File: config.mk
export PLATFORM = sky130hd
export DESIGN_NAME = toy_quad_bind_and_packet_sequencer
export DESIGN_NICKNAME = d
export VERILOG_FILES = /design/src/hdl/tqbps_pkg.sv /design/src/hdl/toy_quad_bind_and_packet_sequencer.sv /design/src/hdl/tqbps_scale.sv /design/src/hdl/tqbps_front.sv /design/src/hdl/tqbps_queue.sv /design/src/hdl/tqbps_back.sv
export SDC_FILE = /design/constraint.sdc
export NUM_CORES = 2
export LEC_CHECK = 0
export BUFFER_PORTS_ARGS = -buffer_cell sky130_fd_sc_hd__buf_4
export CAP_MARGIN = 20
export CELL_PAD_IN_SITES_DETAIL_PLACEMENT = 1
export CELL_PAD_IN_SITES_GLOBAL_PLACEMENT = 1
export CORE_UTILIZATION = 29
export CTS_BUF_LIST = sky130_fd_sc_hd__clkbuf_8
export CTS_CLUSTER_SIZE = 8
export DETAILED_ROUTE_END_ITERATION = 12
export PLACE_DENSITY = 0.49
export REMOVE_ABC_BUFFERS = 1
export SLEW_MARGIN = 30
export SYNTH_ARGS = -nofsm -noshare
export SYNTH_HDL_FRONTEND = slang
export SYNTH_SLANG_ARGS = --single-unit
export TNS_END_PERCENT = 100
File: constraint.sdc
create_clock -name clk -period 9.4 [get_ports clk]
set_input_delay 0.47 -clock clk [delete_from_list [all_inputs] [get_ports clk]]
set_output_delay 0.47 -clock clk [all_outputs]
set_load 0.005 [all_outputs]
File: src/hdl/tqbps_pkg.sv
`timescale 1ns / 1ps
package tqbps_pkg;

  localparam int CHAN_FULL_SCALE_DEF = 10000;

  localparam int CHAN_W   = 16;
  localparam int MAG_W    = 15;
  localparam int PROD_W   = MAG_W + 8;
  localparam int RECIP_SH = 32;
  localparam int RECIP_W  = 26;

  localparam int IN_TDATA_W  = 104;
  localparam int OUT_TDATA_W = 24;
  localparam int CFG_IDX_W   = 2;
  localparam int CFG_DATA_W  = 32;

  localparam int QUEUE_DEPTH = 4;
  localparam int PKT_BYTES   = 9;

  localparam logic [2:0] FMT_BASE = 3'd0;
  localparam logic [2:0] FMT_V1   = 3'd1;
  localparam logic [2:0] FMT_V2   = 3'd2;
  localparam logic [2:0] FMT_V3   = 3'd3;
  localparam logic [2:0] FMT_V4   = 3'd4;

  localparam logic [CFG_IDX_W-1:0] CFG_FORMAT  = 2'd0;
  localparam logic [CFG_IDX_W-1:0] CFG_REPEATS = 2'd1;
  localparam logic [CFG_IDX_W-1:0] CFG_ADDRESS = 2'd2;

  localparam logic [1:0] ACK_PENDING = 2'd0;
  localparam logic [1:0] ACK_ACKED   = 2'd1;
  localparam logic [1:0] ACK_TIMEOUT = 2'd2;

  localparam logic [1:0] ADDR_NONE = 2'd0;
  localparam logic [1:0] ADDR_BIND = 2'd1;
  localparam logic [1:0] ADDR_DATA = 2'd2;

  localparam logic [7:0] BIND_B4   = 8'h56;
  localparam logic [7:0] BIND_B5   = 8'hAA;
  localparam logic [7:0] BIND_B6   = 8'h32;
  localparam logic [7:0] BADDR_DEF = 8'h65;
  localparam logic [7:0] BADDR_V3  = 8'h64;
  localparam logic [7:0] BADDR_V4  = 8'h60;
  localparam logic [7:0] FLIP_BITS = 8'h0F;
  localparam logic [7:0] LIGHT_BIT = 8'h10;

  localparam logic [2:0]  FORMAT_RST  = FMT_BASE;
  localparam logic [7:0]  REPEATS_RST = 8'd60;
  localparam logic [31:0] ADDRESS_RST = 32'hB2C54A2F;

  typedef struct packed {
    logic [2:0]  format;
    logic [7:0]  repeats;
    logic [31:0] address;
  } cfg_t;

  typedef struct packed {
    logic                          has_pkt;
    logic [3:0]                    last_idx;
    logic [1:0]                    addr_sw;
    logic [7:0]                    bind_byte;
    logic                          short_wait;
    logic [PKT_BYTES-1:0][7:0]     bytes;
  } entry_t;

endpackage

File: src/hdl/toy_quad_bind_and_packet_sequencer.sv
`timescale 1ns / 1ps
// Transmit tick sequencer for a small quadcopter link. Each input request is one tick carrying
// the radio ack status and six stick channels; the block steps its start / bind / bind-check /
// data phase and returns either one result with no packet or the packet bytes one result at a
// time (8 for the base format, 9 with an inverted checksum otherwise), with tlast on the final
// result of the tick. The output serializer sends one byte per cycle while out_tready is high.
// Scaling runs in a three-stage front pipeline ahead of a four-entry queue, so input requests
// keep flowing while bytes drain until the queue is full. Write configuration only while the
// block is idle.
module toy_quad_bind_and_packet_sequencer #(
  parameter int CHAN_FULL_SCALE = tqbps_pkg::CHAN_FULL_SCALE_DEF
) (
  input  logic                                clk,
  input  logic                                rst_n,
  input  logic                                cfg_we,
  input  logic [tqbps_pkg::CFG_IDX_W-1:0]     cfg_index,
  input  logic [tqbps_pkg::CFG_DATA_W-1:0]    cfg_wdata,
  input  logic                                in_tvalid,
  output logic                                in_tready,
  // ack_status[1:0], aileron_in[17:2], elevator_in[33:18], throttle_in[49:34],
  // rudder_in[65:50], flip_in[81:66], light_in[97:82], zero[103:98]
  input  logic [tqbps_pkg::IN_TDATA_W-1:0]    in_tdata,
  output logic                                out_tvalid,
  input  logic                                out_tready,
  // packet_byte[7:0], address_switch[9:8], bind_address_byte[17:10], short_wait[18],
  // zero[23:19]
  output logic [tqbps_pkg::OUT_TDATA_W-1:0]   out_tdata,
  output logic                                out_tlast,
  // has_packet[0]
  output logic                                out_tuser
);
  import tqbps_pkg::*;

  cfg_t   cfg_r;
  entry_t q_in, q_head;
  logic   q_push, q_full, q_pop, q_valid;

  always_ff @(posedge clk) begin
    if (!rst_n) begin
      cfg_r.format  <= FORMAT_RST;
      cfg_r.repeats <= REPEATS_RST;
      cfg_r.address <= ADDRESS_RST;
    end else if (cfg_we) begin
      case (cfg_index)
        CFG_FORMAT:  cfg_r.format  <= cfg_wdata[2:0];
        CFG_REPEATS: cfg_r.repeats <= cfg_wdata[7:0];
        CFG_ADDRESS: cfg_r.address <= cfg_wdata;
        default:     cfg_r         <= cfg_r;
      endcase
    end
  end

  tqbps_front #(.FULL_SCALE(CHAN_FULL_SCALE)) u_front (
    .clk       (clk),
    .rst_n     (rst_n),
    .cfg       (cfg_r),
    .in_tvalid (in_tvalid),
    .in_tready (in_tready),
    .in_tdata  (in_tdata),
    .q_full    (q_full),
    .q_push    (q_push),
    .q_entry   (q_in)
  );

  tqbps_queue u_queue (
    .clk        (clk),
    .rst_n      (rst_n),
    .push       (q_push),
    .push_entry (q_in),
    .full       (q_full),
    .pop        (q_pop),
    .not_empty  (q_valid),
    .head       (q_head)
  );

  tqbps_back u_back (
    .clk        (clk),
    .rst_n      (rst_n),
    .q_valid    (q_valid),
    .head       (q_head),
    .q_pop      (q_pop),
    .out_tvalid (out_tvalid),
    .out_tready (out_tready),
    .out_tdata  (out_tdata),
    .out_tlast  (out_tlast),
    .out_tuser  (out_tuser)
  );

endmodule

File: src/hdl/tqbps_scale.sv
`timescale 1ns / 1ps
module tqbps_scale #(
  parameter int FULL_SCALE = tqbps_pkg::CHAN_FULL_SCALE_DEF
) (
  input  logic                                 clk,
  input  logic                                 en,
  input  logic signed [tqbps_pkg::CHAN_W-1:0]  ch_in,
  output logic        [7:0]                    byte_out
);
  import tqbps_pkg::*;

  localparam logic [RECIP_W-1:0] RECIP =
    RECIP_W'((64'd1 << RECIP_SH) / FULL_SCALE);
  localparam logic [MAG_W-1:0]         FS     = MAG_W'(FULL_SCALE);
  localparam logic signed [CHAN_W-1:0] FS_POS = CHAN_W'(FULL_SCALE);
  localparam logic signed [CHAN_W-1:0] FS_NEG = -FS_POS;

  logic [MAG_W-1:0]          mag;
  logic [PROD_W-1:0]         x1_r, x2_r;
  logic                      neg1_r, neg2_r;
  logic [PROD_W+RECIP_W-1:0] prod;
  logic [7:0]                qe2_r, q;
  logic [PROD_W-1:0]         chk, rem;
  logic [8:0]                sval;
  logic [7:0]                byte3_r;

  always_comb begin
    if (ch_in > FS_POS || ch_in < FS_NEG) begin
      mag = FS;
    end else if (ch_in[CHAN_W-1]) begin
      mag = MAG_W'(-ch_in);
    end else begin
      mag = MAG_W'(ch_in);
    end
  end

  assign prod = (PROD_W+RECIP_W)'(x1_r) * (PROD_W+RECIP_W)'(RECIP);
  assign chk  = PROD_W'(qe2_r) * PROD_W'(FS);
  assign rem  = x2_r - chk;
  assign q    = (rem >= PROD_W'(FS)) ? qe2_r + 8'd1 : qe2_r;
  assign sval = neg2_r ? 9'd256 - {1'b0, q} : 9'd256 + {1'b0, q};

  always_ff @(posedge clk) begin
    if (en) begin
      x1_r    <= (PROD_W'(mag) << 8) - PROD_W'(mag);
      neg1_r  <= ch_in[CHAN_W-1];
      x2_r    <= x1_r;
      neg2_r  <= neg1_r;
      qe2_r   <= prod[RECIP_SH +: 8];
      byte3_r <= sval[8:1];
    end
  end

  assign byte_out = byte3_r;

endmodule

File: src/hdl/tqbps_front.sv
`timescale 1ns / 1ps
module tqbps_front #(
  parameter int FULL_SCALE = tqbps_pkg::CHAN_FULL_SCALE_DEF
) (
  input  logic                                clk,
  input  logic                                rst_n,
  input  tqbps_pkg::cfg_t                     cfg,
  input  logic                                in_tvalid,
  output logic                                in_tready,
  input  logic [tqbps_pkg::IN_TDATA_W-1:0]    in_tdata,
  input  logic                                q_full,
  output logic                                q_push,
  output tqbps_pkg::entry_t                   q_entry
);
  import tqbps_pkg::*;

  typedef enum logic [1:0] {PH_START, PH_BIND, PH_CHECK, PH_DATA} phase_t;
  typedef enum logic [1:0] {K_NONE, K_BIND, K_CTRL} kind_t;

  typedef struct packed {
    kind_t      kind;
    logic [1:0] addr_sw;
    logic       short_wait;
    logic [7:0] flags;
  } meta_t;

  phase_t     phase_r, phase_nxt;
  logic [7:0] cnt_r, cnt_nxt;
  logic [7:0] flag_r, flag_nxt;
  meta_t      meta_nxt, meta1_r, meta2_r, meta3_r;
  logic       v1_r, v2_r, v3_r;
  logic       en, in_fire, pending;

  logic [1:0]               ack;
  logic signed [CHAN_W-1:0] ail, ele, thr, rud, flip, light;
  logic [7:0]               s_ail, s_ele, s_thr, s_rud;

  logic [7:0]               c_rud, c_rud_trim, c_ail;
  logic [PKT_BYTES-1:0][7:0] pkt;
  logic [7:0]               sum;

  assign ack   = in_tdata[1:0];
  assign ail   = in_tdata[17:2];
  assign ele   = in_tdata[33:18];
  assign thr   = in_tdata[49:34];
  assign rud   = in_tdata[65:50];
  assign flip  = in_tdata[81:66];
  assign light = in_tdata[97:82];

  assign en        = !v3_r || !q_full;
  assign in_tready = en;
  assign in_fire   = in_tvalid && en;
  assign pending   = (ack != ACK_ACKED) && (ack != ACK_TIMEOUT);

  always_comb begin
    phase_nxt           = phase_r;
    cnt_nxt             = cnt_r;
    meta_nxt.kind       = K_NONE;
    meta_nxt.addr_sw    = ADDR_NONE;
    meta_nxt.short_wait = 1'b0;
    case (phase_r)
      PH_START: begin
        meta_nxt.kind = K_CTRL;
        phase_nxt     = PH_CHECK;
      end
      PH_BIND: begin
        if (pending) begin
          meta_nxt.short_wait = 1'b1;
        end else if (cnt_r == 8'd0) begin
          meta_nxt.addr_sw = ADDR_DATA;
          meta_nxt.kind    = K_CTRL;
          phase_nxt        = PH_CHECK;
        end else begin
          meta_nxt.kind = K_BIND;
          cnt_nxt       = cnt_r - 8'd1;
        end
      end
      PH_CHECK: begin
        if (pending) begin
          meta_nxt.short_wait = 1'b1;
        end else if (ack == ACK_ACKED) begin
          phase_nxt = PH_DATA;
        end else begin
          meta_nxt.addr_sw = ADDR_BIND;
          meta_nxt.kind    = K_BIND;
          cnt_nxt          = cfg.repeats;
          phase_nxt        = PH_BIND;
        end
      end
      default: begin
        if (pending) meta_nxt.short_wait = 1'b1;
        else meta_nxt.kind = K_CTRL;
      end
    endcase
    if (meta_nxt.kind == K_CTRL) begin
      flag_nxt = ((flip > 0) ? FLIP_BITS : 8'h00) | ((light > 0) ? LIGHT_BIT : 8'h00);
    end else begin
      flag_nxt = flag_r;
    end
    meta_nxt.flags = flag_nxt;
  end

  always_ff @(posedge clk) begin
    if (!rst_n) begin
      phase_r <= PH_START;
      cnt_r   <= 8'd0;
      flag_r  <= 8'd0;
      v1_r    <= 1'b0;
      v2_r    <= 1'b0;
      v3_r    <= 1'b0;
    end else begin
      if (in_fire) begin
        phase_r <= phase_nxt;
        cnt_r   <= cnt_nxt;
        flag_r  <= flag_nxt;
      end
      if (en) begin
        v1_r <= in_tvalid;
        v2_r <= v1_r;
        v3_r <= v2_r;
      end
    end
  end

  always_ff @(posedge clk) begin
    if (en) begin
      meta1_r <= meta_nxt;
      meta2_r <= meta1_r;
      meta3_r <= meta2_r;
    end
  end

  tqbps_scale #(.FULL_SCALE(FULL_SCALE)) u_sc_ail (
    .clk(clk), .en(en), .ch_in(ail), .byte_out(s_ail));
  tqbps_scale #(.FULL_SCALE(FULL_SCALE)) u_sc_ele (
    .clk(clk), .en(en), .ch_in(ele), .byte_out(s_ele));
  tqbps_scale #(.FULL_SCALE(FULL_SCALE)) u_sc_thr (
    .clk(clk), .en(en), .ch_in(thr), .byte_out(s_thr));
  tqbps_scale #(.FULL_SCALE(FULL_SCALE)) u_sc_rud (
    .clk(clk), .en(en), .ch_in(rud), .byte_out(s_rud));

  always_comb begin
    c_ail = ~s_ail;
    if (cfg.format == FMT_V2) begin
      c_rud      = s_rud;
      c_rud_trim = (~s_rud) >> 1;
    end else begin
      c_rud      = ~s_rud;
      c_rud_trim = (~s_rud) >> 1;
    end
    pkt = '0;
    if (meta3_r.kind == K_BIND) begin
      pkt[0] = cfg.address[31:24];
      pkt[1] = cfg.address[23:16];
      pkt[2] = cfg.address[15:8];
      pkt[3] = cfg.address[7:0];
      pkt[4] = BIND_B4;
      pkt[5] = BIND_B5;
      pkt[6] = (cfg.format == FMT_V3) ? 8'h00 : BIND_B6;
      pkt[7] = 8'h00;
    end else begin
      pkt[0] = s_thr;
      pkt[1] = c_rud;
      pkt[3] = s_ele;
      pkt[4] = c_ail;
      if (cfg.format == FMT_BASE) begin
        pkt[2] = s_ele >> 1;
        pkt[5] = c_ail >> 1;
        pkt[6] = c_rud_trim;
      end else begin
        pkt[2] = c_rud_trim;
        pkt[5] = s_ele >> 1;
        pkt[6] = c_ail >> 1;
      end
      pkt[7] = meta3_r.flags;
    end
    sum = 8'd0;
    for (int k = 0; k < 8; k++) begin
      sum = sum + pkt[k];
    end
    pkt[8] = ~sum;

    q_entry.has_pkt    = (meta3_r.kind != K_NONE);
    q_entry.addr_sw    = meta3_r.addr_sw;
    q_entry.short_wait = meta3_r.short_wait;
    case (cfg.format)
      FMT_V4:  q_entry.bind_byte = BADDR_V4;
      FMT_V3:  q_entry.bind_byte = BADDR_V3;
      default: q_entry.bind_byte = BADDR_DEF;
    endcase
    if (meta3_r.kind == K_NONE) begin
      q_entry.last_idx = 4'd0;
      q_entry.bytes    = '0;
    end else begin
      q_entry.last_idx = (cfg.format == FMT_BASE) ? 4'd7 : 4'd8;
      q_entry.bytes    = pkt;
    end
  end

  assign q_push = v3_r && !q_full;

endmodule

File: src/hdl/tqbps_queue.sv
`timescale 1ns / 1ps
module tqbps_queue (
  input  logic              clk,
  input  logic              rst_n,
  input  logic              push,
  input  tqbps_pkg::entry_t push_entry,
  output logic              full,
  input  logic              pop,
  output logic              not_empty,
  output tqbps_pkg::entry_t head
);
  import tqbps_pkg::*;

  localparam int PTR_W = $clog2(QUEUE_DEPTH);

  entry_t           mem_r [QUEUE_DEPTH];
  logic [PTR_W-1:0] wr_r, rd_r;
  logic [PTR_W:0]   cnt_r;

  assign full      = (cnt_r == (PTR_W+1)'(QUEUE_DEPTH));
  assign not_empty = (cnt_r != '0);
  assign head      = mem_r[rd_r];

  always_ff @(posedge clk) begin
    if (push) mem_r[wr_r] <= push_entry;
  end

  always_ff @(posedge clk) begin
    if (!rst_n) begin
      wr_r  <= '0;
      rd_r  <= '0;
      cnt_r <= '0;
    end else begin
      if (push) wr_r <= wr_r + 1'b1;
      if (pop) rd_r <= rd_r + 1'b1;
      case ({push, pop})
        2'b10:   cnt_r <= cnt_r + 1'b1;
        2'b01:   cnt_r <= cnt_r - 1'b1;
        default: cnt_r <= cnt_r;
      endcase
    end
  end

endmodule

File: src/hdl/tqbps_back.sv
`timescale 1ns / 1ps
module tqbps_back (
  input  logic                                clk,
  input  logic                                rst_n,
  input  logic                                q_valid,
  input  tqbps_pkg::entry_t                   head,
  output logic                                q_pop,
  output logic                                out_tvalid,
  input  logic                                out_tready,
  output logic [tqbps_pkg::OUT_TDATA_W-1:0]   out_tdata,
  output logic                                out_tlast,
  output logic                                out_tuser
);
  import tqbps_pkg::*;

  logic [3:0] idx_r;
  logic       valid_r, last_r, has_r, short_r;
  logic [7:0] byte_r, baddr_r;
  logic [1:0] addr_r;
  logic       load, is_last;

  assign load    = q_valid && (!valid_r || out_tready);
  assign is_last = (idx_r == head.last_idx);
  assign q_pop   = load && is_last;

  always_ff @(posedge clk) begin
    if (!rst_n) begin
      valid_r <= 1'b0;
      idx_r   <= 4'd0;
    end else begin
      if (load) begin
        valid_r <= 1'b1;
        idx_r   <= is_last ? 4'd0 : idx_r + 4'd1;
      end else if (out_tready) begin
        valid_r <= 1'b0;
      end
    end
  end

  always_ff @(posedge clk) begin
    if (load) begin
      byte_r  <= head.bytes[idx_r];
      last_r  <= is_last;
      has_r   <= head.has_pkt;
      addr_r  <= head.addr_sw;
      baddr_r <= head.bind_byte;
      short_r <= head.short_wait;
    end
  end

  assign out_tvalid = valid_r;
  assign out_tdata  = {5'd0, short_r, baddr_r, addr_r, byte_r};
  assign out_tlast  = last_r;
  assign out_tuser  = has_r;

endmodule
==> flow_summary_export.csv <==
group,metric,value,unit
cts,cts-root-buf,"clkbuf_8",
worst_setup_path,required,10000,ps
finish,finish.instance_area,72400,um2
route,vias,41900,
timing,drv_slew,0,
floorplanning,dieArea,225000,um2
placed_design,port-buffer-count,153,
cts,cts_sinks,688,
finish,nets,7667,
floorplanning,rows,173,
cts,htreeDepth,4,
yosys,async_reset_ff_frac,0,
cts,ctsLongestPathBuffers,3,
timing,timing.final.hold_violations,0,
worst_setup_path,setup.worst_path.end_class,"flop",
floorplanning,num_io_pins,171,
yosys,netlist_area,64700,um2
route,wirelength,179000,um
cts,tritoncts,"yes",
floorplanning,start_util,0.291,
finish,layout-drive-gt1-share,0.0851,
worst_setup_path,reg2reg_slack,1250,ps
yosys,yosysUniqueCellTypes,99,
route,routed_via_density,4.60,
worst_setup_path,critical_path.startpoint_type,"flop",
timing,rsz0062_at_grt,"false",
route,detail-route-antenna-nets,0,
worst_setup_path,worstSetupPathType,"flop to flop",
timing,tightest_slew,922,ps
worst_setup_path,critPathSlowestCell,"edfxtp_1",
global_route,grt_start_max_net_pins,156,
global_route,track_usage,0.163,
finish,syn_to_final_growth,11.9,%
yosys,ys.flop_type,"edfxtp_1",
placed_design,hpwl,146000,um
worst_setup_path,crit_arrival,8750,ps
placed_design,postPlaceCellArea,69300,um2
cts,postCtsSetupBuffers,0,
route,first_pass_iters,7,
timing,relSlewSlack,0.368,
finish,nFillCells,24600,
yosys,yosysWarningCount,0,
worst_setup_path,crit_path_frequent_cell,"inv_1",
cts,numCtsBuffers,131,
floorplanning,die_y,474,um
timing,timing.fmax,123,MHz
global_route,overflow,0,
timing,finalClockSkew,52.7,ps
global_route,grt_pass1_wl,280000,um
worst_setup_path,critical-path-max-stage-delay,570,ps
worst_setup_path,r2r_end,"u_front.u_sc_rud.byte_out[5]",
timing,post-route-min-period,8150,ps
cts,clock_latency,880,ps
timing,finalSetupViolations,0,
status,status,"complete, no violations",
cts,cts_resized,0,
yosys,synth_seq_cells,688,
yosys,synth_edf_count,610,
global_route,antenna_found_initial,14,
timing,fin_crit_sh,0.867,
route,wl_per_cell,19.7,um
placed_design,dp_slack,1180,ps
worst_setup_path,cp_max_fo,10,
yosys,syn_avg_cell_area,11.2,um2
worst_setup_path,endpoint,"u_front.u_sc_rud.byte_out[5]",
flow_run,maxCapViolations,0,
yosys,seq_area_frac_synth,0.307,
yosys,syn_inst,5779,
floorplanning,core_area,222000,um2
placed_design,place.gp.congestion,0.851,
hold_path,hp-class,"primary input to flop",
floorplanning,die_w,474,um
worst_setup_path,critPathLaunch,"u_front.u_sc_rud.qe2_r[2]",
route,first_iter_violations,1673,
route,remaining_drc_errors,0,
timing,setup_ws,1250,ps
global_route,grt_pass1_vias,46900,
worst_setup_path,reg2reg_from,"u_front.u_sc_rud.qe2_r[2]",
timing,fin_tns_setup,0,ps
cts,path_clk_slew,70,ps
worst_setup_path,r2r_cells,32,
## per-layer routing
| metal | up-vias | track usage | wire length, um |
|---|---|---|---|
| met3 | 190 | 0.0224 | 5120 |
| li1 | 20100 | - | - |
| met2 | 488 | 0.276 | 85900 |
| met1 | 21200 | 0.220 | 84600 |
| met4 | 0 | 0.0369 | 3560 |
| met5 | - | 0 | 0 |
## cells in the mapped netlist, types with 40 or more instances
library cell	instances	share of area
xnor2_1	203	0.027
o21ai_0	145	0.011
a21oi_1	190	0.015
nand2b_1	44	0.0043
nand3_1	80	0.0062
a21o_1	80	0.0093
clkbuf_1	94	0.0055
nor2_1	251	0.015
mux4_2	94	0.033
edfxtp_1	610	0.28
ha_1	813	0.16
inv_1	1141	0.066
fa_1	696	0.22
dfxtp_1	78	0.024
nor2b_1	68	0.0066
nand2_1	304	0.018
nor3_1	71	0.0055
mux2i_1	40	0.0062
and2_1	61	0.0059
xor2_1	100	0.014
## worst min path at each step
stage | startpoint | end | slack (ps) | depth (start not counted)
after floorplan | u_front.meta1_r[0] | u_front.meta2_r[0] | 400 | 0
after global placement | u_front.meta2_r[7] | u_front.meta3_r[7] | 400 | 0
after detailed placement | u_front.meta2_r[6] | u_front.meta3_r[6] | 410 | 0
after CTS | in_tdata[18] | u_front.u_sc_ele.x1_r[0] | 2 | 3
after global routing | in_tdata[18] | u_front.u_sc_ele.x1_r[0] | 60 | 3
final | in_tdata[18] | u_front.u_sc_ele.x1_r[0] | 100 | 3
## cells by family (layout without fill, tap and decap cells)
logic type | after synthesis | in the layout | synth area share
and+or+nand+nor | 1089 | 1089 | 0.0838
xor gates and xnor gates | 304 | 304 | 0.0414
muxes | 141 | 141 | 0.0402
adders and majority gates | 1509 | 1509 | 0.372
AOI/OAI and AO/OA | 777 | 777 | 0.0802
buffers and inverters | 1269 | 1598 | 0.0747
other | 2 | 21 | 0.000116
DFF | 688 | 688 | 0.307
## critical path: cells and delay by family (launching register included)
family | cells | cell delay [ps]
AOI/OAI and AO/OA | 10 | 1600
adders and majority gates | 6 | 2510
DFF | 1 | 570
xor gates and xnor gates | 1 | 160
and+or+nand+nor | 11 | 2800
buffers and inverters | 4 | 230
## stage by stage
stage | hold slack (ps) | cells | utilization
after CTS | 2.23 | 9096 | 0.326
after detailed placement | 406 | 8816 | 0.312
after global routing | 59.8 | 9100 | 0.326
final | 103 | 9102 | 0.326
after floorplan | 400 | 5665 | -
after global placement | 401 | 8815 | 0.312
## cell type report
cell class              instances  area [um2]  area share
clock buffers                 138        1900      0.0262
inverters                    1142        4290      0.0593
diodes                          6        15.0    0.000207
flip-flops and latches        688       19900       0.275
well taps                    2975        3720      0.0514
clock inverters               101         766      0.0106
repair buffers                217        1750      0.0242
multi-input cells            3835       40100       0.554
## flip-flops by register name (all words and copies together) (netlist names), 10 cells and up, named ones only
name and count:
u_front.meta1_r 13, u_queue.mem_r 316, u_front.u_sc_thr.x2_r 19, u_front.u_sc_ele.x1_r 23, u_front.u_sc_ail.x1_r 23, u_front.u_sc_rud.x1_r 23, u_front.meta3_r 10, u_front.u_sc_ail.x2_r 19
u_front.u_sc_rud.x2_r 19, u_front.meta2_r 13, u_front.u_sc_thr.x1_r 23, cfg_r 43, u_front.u_sc_ele.x2_r 19
## layout by cell type (no fill, tap or decap), drive strengths merged, types with 30 or more instances in the layout
cell type / count
o21ai: 156
fa: 696
nor3: 72
a211oi: 30
nand2: 304
a21oi: 190
mux4: 94
xor2: 100
nand2b: 44
and3: 33
clkbuf: 138
and2: 62
o21a: 38
a21o: 80
nand3: 80
nor2b: 69
dlygate4sd3: 41
buf: 176
xnor2: 203
edfxtp: 610
dfxtp: 78
clkinv: 48
o211ai: 33
mux2i: 40
a21boi: 35
inv: 1185
nor2: 251
ha: 813
## what timing repair did
action                     in CTS  in global routing
hold buffers                   41                  0
hold endpoints to repair       54                  0
setup endpoints to repair       0                  0
Power is left out: the tool's default activity adds up to more than one toggle a clock period on the data nets, which glitch-free logic cannot reach.
